$ cat src/rtl/core/slq_pkg.sv
// shared types and constants for the searchable linear queue
`timescale 1ns / 1ps
package slq_pkg;

    // request command codes
    typedef enum logic [3:0] {
        CMD_ENQ     = 4'd0,
        CMD_DEQ     = 4'd1,
        CMD_SEARCH  = 4'd2,
        CMD_COUNT   = 4'd3,
        CMD_MAXKIND = 4'd4,
        CMD_CNTKIND = 4'd5,
        CMD_SUMKIND = 4'd6,
        CMD_REVERSE = 4'd7,
        CMD_ORDER   = 4'd8,
        CMD_CLEAR   = 4'd9
    } t_cmd;

    // result status codes
    typedef enum logic [1:0] {
        ST_OK       = 2'd0,
        ST_FULL     = 2'd1,
        ST_EMPTY    = 2'd2,
        ST_NOTFOUND = 2'd3
    } t_status;

    // controller states
    typedef enum logic [3:0] {
        S_IDLE,
        S_DISPATCH,
        S_DEQ_RD,
        S_DEQ_CAP,
        S_SCAN,
        S_REV_CHK,
        S_REV_RD_HI,
        S_REV_WR_LO,
        S_REV_WR_HI,
        S_FIN
    } t_state;

    localparam int unsigned TOTAL_W = 40;

    // one stored record
    typedef struct packed {
        logic signed [31:0] code;
        logic [1:0]         kind;
        logic [31:0]        amount;
    } t_rec;

    // commands from controller to datapath
    typedef struct packed {
        logic load;
        logic dispatch;
        logic scan;
        logic deq_cap;
        logic rev_start;
        logic rev_rd_hi;
        logic rev_wr_lo;
        logic rev_wr_hi;
        logic finish;
    } t_ctrl;

    // status from datapath to controller
    typedef struct packed {
        logic [3:0] cmd;
        logic       empty;
        logic       scan_done;
        logic       rev_more;
        logic       out_free;
    } t_stat;

endpackage

$ cat src/rtl/core/slq_ctrl.sv
// sequencing state machine for the searchable linear queue
`timescale 1ns / 1ps
module slq_ctrl (
    input  logic           i_clk,
    input  logic           i_rst_n,
    input  logic           i_valid,
    input  slq_pkg::t_stat i_stat,
    output logic           o_ready,
    output slq_pkg::t_ctrl o_ctrl
);

    slq_pkg::t_state r_state;
    slq_pkg::t_state n_state;

    // state register
    always_ff @(posedge i_clk) begin
        if (!i_rst_n) begin
            r_state <= slq_pkg::S_IDLE;
        end else begin
            r_state <= n_state;
        end
    end

    // next state
    always_comb begin
        n_state = r_state;
        case (r_state)
            slq_pkg::S_IDLE: begin
                if (i_valid) n_state = slq_pkg::S_DISPATCH;
            end
            slq_pkg::S_DISPATCH: begin
                case (i_stat.cmd)
                    slq_pkg::CMD_DEQ:
                        n_state = i_stat.empty ? slq_pkg::S_FIN : slq_pkg::S_DEQ_RD;
                    slq_pkg::CMD_MAXKIND:
                        n_state = i_stat.empty ? slq_pkg::S_FIN : slq_pkg::S_SCAN;
                    slq_pkg::CMD_SEARCH, slq_pkg::CMD_CNTKIND,
                    slq_pkg::CMD_SUMKIND, slq_pkg::CMD_ORDER:
                        n_state = slq_pkg::S_SCAN;
                    slq_pkg::CMD_REVERSE:
                        n_state = slq_pkg::S_REV_CHK;
                    default:
                        n_state = slq_pkg::S_FIN;
                endcase
            end
            slq_pkg::S_DEQ_RD:    n_state = slq_pkg::S_DEQ_CAP;
            slq_pkg::S_DEQ_CAP:   n_state = slq_pkg::S_FIN;
            slq_pkg::S_SCAN: begin
                if (i_stat.scan_done) n_state = slq_pkg::S_FIN;
            end
            slq_pkg::S_REV_CHK: begin
                n_state = i_stat.rev_more ? slq_pkg::S_REV_RD_HI : slq_pkg::S_FIN;
            end
            slq_pkg::S_REV_RD_HI: n_state = slq_pkg::S_REV_WR_LO;
            slq_pkg::S_REV_WR_LO: n_state = slq_pkg::S_REV_WR_HI;
            slq_pkg::S_REV_WR_HI: n_state = slq_pkg::S_REV_CHK;
            slq_pkg::S_FIN: begin
                if (i_stat.out_free) n_state = slq_pkg::S_IDLE;
            end
            default:              n_state = slq_pkg::S_IDLE;
        endcase
    end

    // outputs
    always_comb begin
        o_ctrl  = '0;
        o_ready = 1'b0;
        case (r_state)
            slq_pkg::S_IDLE: begin
                o_ready     = 1'b1;
                o_ctrl.load = i_valid;
            end
            slq_pkg::S_DISPATCH:  o_ctrl.dispatch  = 1'b1;
            slq_pkg::S_DEQ_CAP:   o_ctrl.deq_cap   = 1'b1;
            slq_pkg::S_SCAN:      o_ctrl.scan      = 1'b1;
            slq_pkg::S_REV_CHK:   o_ctrl.rev_start = i_stat.rev_more;
            slq_pkg::S_REV_RD_HI: o_ctrl.rev_rd_hi = 1'b1;
            slq_pkg::S_REV_WR_LO: o_ctrl.rev_wr_lo = 1'b1;
            slq_pkg::S_REV_WR_HI: o_ctrl.rev_wr_hi = 1'b1;
            slq_pkg::S_FIN:       o_ctrl.finish    = i_stat.out_free;
            default:              o_ctrl           = '0;
        endcase
    end

`ifndef SYNTHESIS
    // a request is taken only when idle
    a_load_idle: assert property (@(posedge i_clk) disable iff (!i_rst_n)
        o_ctrl.load |-> r_state == slq_pkg::S_IDLE)
        else $error("load outside idle");
    // a load is always followed by dispatch
    a_load_dispatch: assert property (@(posedge i_clk) disable iff (!i_rst_n)
        o_ctrl.load |=> o_ctrl.dispatch)
        else $error("dispatch missing after load");
    // a finished result returns the controller to idle
    a_fin_idle: assert property (@(posedge i_clk) disable iff (!i_rst_n)
        o_ctrl.finish |=> o_ready)
        else $error("not idle after finish");
`endif

endmodule

$ cat config.mk
export PLATFORM = sky130hd
export DESIGN_NAME = slq_ctrl
export DESIGN_NICKNAME = d
export VERILOG_FILES = /design/src/rtl/core/slq_pkg.sv /design/src/rtl/core/slq_ctrl.sv
export SDC_FILE = /design/constraint.sdc
export NUM_CORES = 1
export LEC_CHECK = 0
export BUFFER_PORTS_ARGS = -buffer_cell sky130_fd_sc_hd__buf_2
export CAP_MARGIN = 20
export CORE_AREA = 2 2 39 41
export CTS_CLUSTER_DIAMETER = 80
export DETAILED_ROUTE_END_ITERATION = 16
export DIE_AREA = 0 0 41 43
export HOLD_SLACK_MARGIN = 0.1
export PLACE_DENSITY = 0.74
export SKIP_CTS_REPAIR_TIMING = 1
export SYNTH_ARGS = -nofsm -noshare
export SYNTH_HDL_FRONTEND = slang
export SYNTH_SLANG_ARGS = --single-unit
$ cat constraint.sdc
create_clock -name i_clk -period 1.3 [get_ports i_clk]
set_clock_uncertainty 0.15 [all_clocks]
set_input_delay 0.195 -clock i_clk [delete_from_list [all_inputs] [get_ports i_clk]]
set_output_delay 0.195 -clock i_clk [all_outputs]
set_load 0.02 [all_outputs]
-- Word-level counts from Yosys, hierarchy flattened
Index checks and enable logic that the tools add are counted.
- equal/unequal tests: 19
- mux-type cells: 18
- reductions and logical operators: 3
- operators with widths (operator ; count):
    $pmux 4 s10 ; 1
    $eq 4x3->1 const B ; 8
    $mux 4 ; 6
    $pmux 4 s4 ; 1
    $eq 4x2->1 const B ; 3
    $eq 4x4->1 const B ; 3
    $mux 1 ; 10
    $eq 4x1->1 const B ; 2
    $ne 2x2->1 const B ; 3
    $logic_not 4->1 ; 1
    $reduce_or 4->1 ; 1
    $reduce_and 3->1 ; 1
- flip-flop bits (word level): 4
- output and inout port bits: 10

-- Longest topological paths before layout
- depth after elaboration: 4
- gate-level depth with buffers: 6

-- Worst setup path after synthesis
No wires, ideal clock.
- path type: register -> register
- start point: reg r_state[0]
- end point: reg r_state[0]
- setup time: 0.124 ns
- data arrival time: 1.390 ns
- path slack: -0.364 ns
- stages on the path, launching flop included: 6
- path buffers: 1
- clock period less this slack: 1.664 ns
- cell sequence: dfxtp_1 -> buf_4 -> nor4_2 -> a221oi_1 -> o21ai_1 -> a21oi_1
- cells in the longest elaborated chain, start to end: 3
- ends and longest elaborated chain (element ; RTL line ; RTL):
    start: declaration ; slq_ctrl.sv:12 ; slq_pkg::t_state r_state;
    start signal: assignment ; slq_ctrl.sv:18 ; r_state <= slq_pkg::S_IDLE;
    start signal: assignment ; slq_ctrl.sv:20 ; r_state <= n_state;
    $eq 4x3->1 (tied with other cells) ; slq_ctrl.sv:27 ; case (r_state)
    $ne 2x2->1 (no source line) ; n/a ;
    $reduce_and 3->1 (no source line) ; n/a ;
Several ways; a longest one is shown, not always the timed one.
A chain may end at the register's enable or synchronous reset.

-- Worst setup path after layout
- start point: reg r_state[1]
- end point: reg r_state[0]
Same word-level chain as after synthesis.

==> qor.csv <==
stage,metric,value,unit
outcome,status,"complete, but fails checks",
outcome,violations,negative setup slack,
cts,htreeDepth,1,
routing,dr.pass1.iters,4,
worst_setup_path,path_delay_family,compound AO/OA/AOI/OAI gates,
pwr,peakVddDrop,0.971,mV
final_layout,regMostFlops,r_state,
final_layout,drive_gt1_share,63.6,%
cts,cts_tree,built,
synthesis,synth.most_common_cell,nand2b_1,
synthesis,ys_types,36,
worst_setup_path,cpPeakStageDelay,420,ps
routing,drc_errors,0,
cts,cts_root_buf,clkbuf_4,
worst_setup_path,worstPathArrival,1600,ps
final_layout,fin_area,897,µm²
floorplanning,rows,14,
worst_setup_path,crit_slowest_cell,or3b_4,
worst_setup_path,setup.worst_path.end_class,register,
placement,gp_congestion,0.919,
final_layout,area_growth,89.2,%
pwr,total_power,1.46,mW
pwr,seqPwrFrac,15.9,%
timing,slew_headroom,76.9,%
pwr,p_leak,0.352,nW
pwr,p_int,0.824,mW
timing,drv_slew,0,
timing,finalHoldViolations,0,
timing,setup_viol,13,
placement,dp_slack,-187,ps
synthesis,synth_cells,67,
placement,dpl_cell_area,723,µm²
synthesis,synth_edf_count,0,
pwr,power_frac_clock,10.6,%
global_routing,antenna_found_initial,0,
synthesis,synth_ff_type,dfxtp_1,
synthesis,syn_avg_cell_area,7.08,µm²
placement,dp.cells,110,
hold_path,hold_path_class,input pin to register,
synthesis,synthArstFlopShare,0,%
global_routing,grt_pass1_wl,2220,µm
placement,io_buffers,20,
timing,period_share,122,%
routing,postRouteAntennaNets,0,
synthesis,synth_area,474,µm²
job,max_cap_viol_count,0,
worst_setup_path,worstSetupPathType,register to register,
floorplanning,core_area,0.00138,mm²
routing,drt-initial-drc-count,6,
cts,cts_buffer_depth,2,
floorplanning,io-pin-count,21,
synthesis,ys_seq_area_share,16.9,%
timing,fmax,630,MHz
cts,insertion_delay,240,ps
synthesis,syn-num-nets,78,
routing,vias,618,
worst_setup_path,crit_buf_inv,1,
worst_setup_path,path_cells,or3b_4 > buf_6 > o21ai_1 > o21ai_1 > a21oi_1,
worst_setup_path,crit_top_cell,o21ai_1,
worst_setup_path,critPathLaunchType,register,
worst_setup_path,critPathMaxFanout,6,
synthesis,ys_ff_latch,4,
routing,routed_via_density,5.37,
timing,layout_setup_ws,-288,ps
floorplanning,dieHeight,43,µm
routing,drt-total-wl,1480,µm
floorplanning,start_util,34.3,%
timing,tns,-2810,ps
final_layout,largest_register_ffs,4,
synthesis,yosys-top-cells-area,"dfxtp_1, nand2b_1, a211oi_2, a21oi_1, nor3_1",
final_layout,largestRegisters,r_state: 4 flops,
cts,cts_buffers,3,
global_routing,grt_pass1_vias,564,
global_routing,grt_max_degree,11,
final_layout,antennaDiodeCount,0,
timing,rsz0062_at_grt,yes,
floorplanning,dieArea,0.00176,mm²
placement,place_hpwl,1110,µm
synthesis,synth_top_area_share,16.9,%
floorplanning,die_w,41,µm
global_routing,grtUsageTotal,18.0,%
cts,path_clk_slew,40,ps
pwr,power_density,1630,mW/mm²
worst_setup_path,required,1310,ps
synthesis,yosys_warnings,0,
final_layout,final_nets,112,
global_routing,grt-ovfl-total,0,
timing,worst_pin_slew,346,ps
timing,min_period,1590,ps
pwr,p_sw_share,43.7,%
routing,drt-wirelength-per-cell,12.8,µm
cts,clock_sink_count,4,
synthesis,yosysTopAreaCell,dfxtp_1,
pwr,power_frac_comb,73.6,%
pwr,p_switching,0.639,mW
final_layout,finalNonFillerCells,115,
synthesis,synth_common_cells,"nand2b_1, nor2_1, a21oi_1, nor3_1",
per-stage QoR:
| stage | hold WS [ps] | utilization [%] |
|---|---|---|
| 2_1_floorplan | 165 | - |
| 3_3_place_gp | 300 | 52.3 |
| 3_5_place_dp | 302 | 52.3 |
| 4_1_cts | 55.0 | 53.9 |
| 5_1_grt | 212 | 64.8 |
| 6_report | 217 | 64.8 |
path summary, 6_finish.rpt:
check	startpoint	cells after the start	slack [ps]	endpoint
max	r_state[1]$_SDFFE_PN0P_	5	-290	r_state[0]$_SDFFE_PN0P_
min	i_stat[1]	3	220	r_state[1]$_SDFFE_PN0P_
max reg2reg	r_state[1]$_SDFFE_PN0P_	5	-290	r_state[0]$_SDFFE_PN0P_
min reg2reg	r_state[1]$_SDFFE_PN0P_	3	540	r_state[1]$_SDFFE_PN0P_
power by group through the flow:
stage                     clock (mW)  combinational [mW]  sequential [mW]
after floorplan                    0               0.647            0.185
after global placement             0               0.836            0.212
after detailed placement           0               0.846            0.215
after CTS                      0.161               0.846            0.213
after global routing           0.172                1.15            0.234
final                          0.155                1.08            0.232
layout by cell type (no fill, tap or decap), types with 2 or more instances in the layout:
cell,instances
buf_4,14
buf_2,10
buf_6,10
a21oi_1,5
nand2b_1,4
nand2b_4,3
nor3_4,3
nor2_1,3
clkbuf_4,3
dfxtp_4,3
nor2_4,2
nand2_1,2
inv_2,2
a211oi_2,2
o21ai_1,2
logic make-up after synthesis:
group,synth area share (%)
and+or+nand+nor,42.2
AOI/OAI and AO/OA,31.9
buffers and inverters,8.97
DFF,16.9
metal layers:
layer | vias up | share of wire [%] | global-route usage (%)
met1 | 285 | 44 | 23.2
met3 | 0 | 4.6 | 6.28
met2 | 22 | 51 | 28.7
met5 | - | 0 | 0
li1 | 311 | - | -
met4 | 0 | 0 | 2.00
tightest hold or removal path: cells and delay by family:
kind,cells,cell delay (ps)
compound gates,2,240
buf+inv,1,120
area by class of cell:
| type | count | area, µm² |
|---|---|---|
| inverters | 3 | 11.3 |
| well taps | 16 | 20.0 |
| clock buffers | 3 | 22.5 |
| multi-input cells | 54 | 474 |
| fillers | 110 | 487 |
| repair buffers | 35 | 278 |
| flip-flops and latches | 4 | 91.3 |
Note: power is estimated with default switching activity, not from simulation.
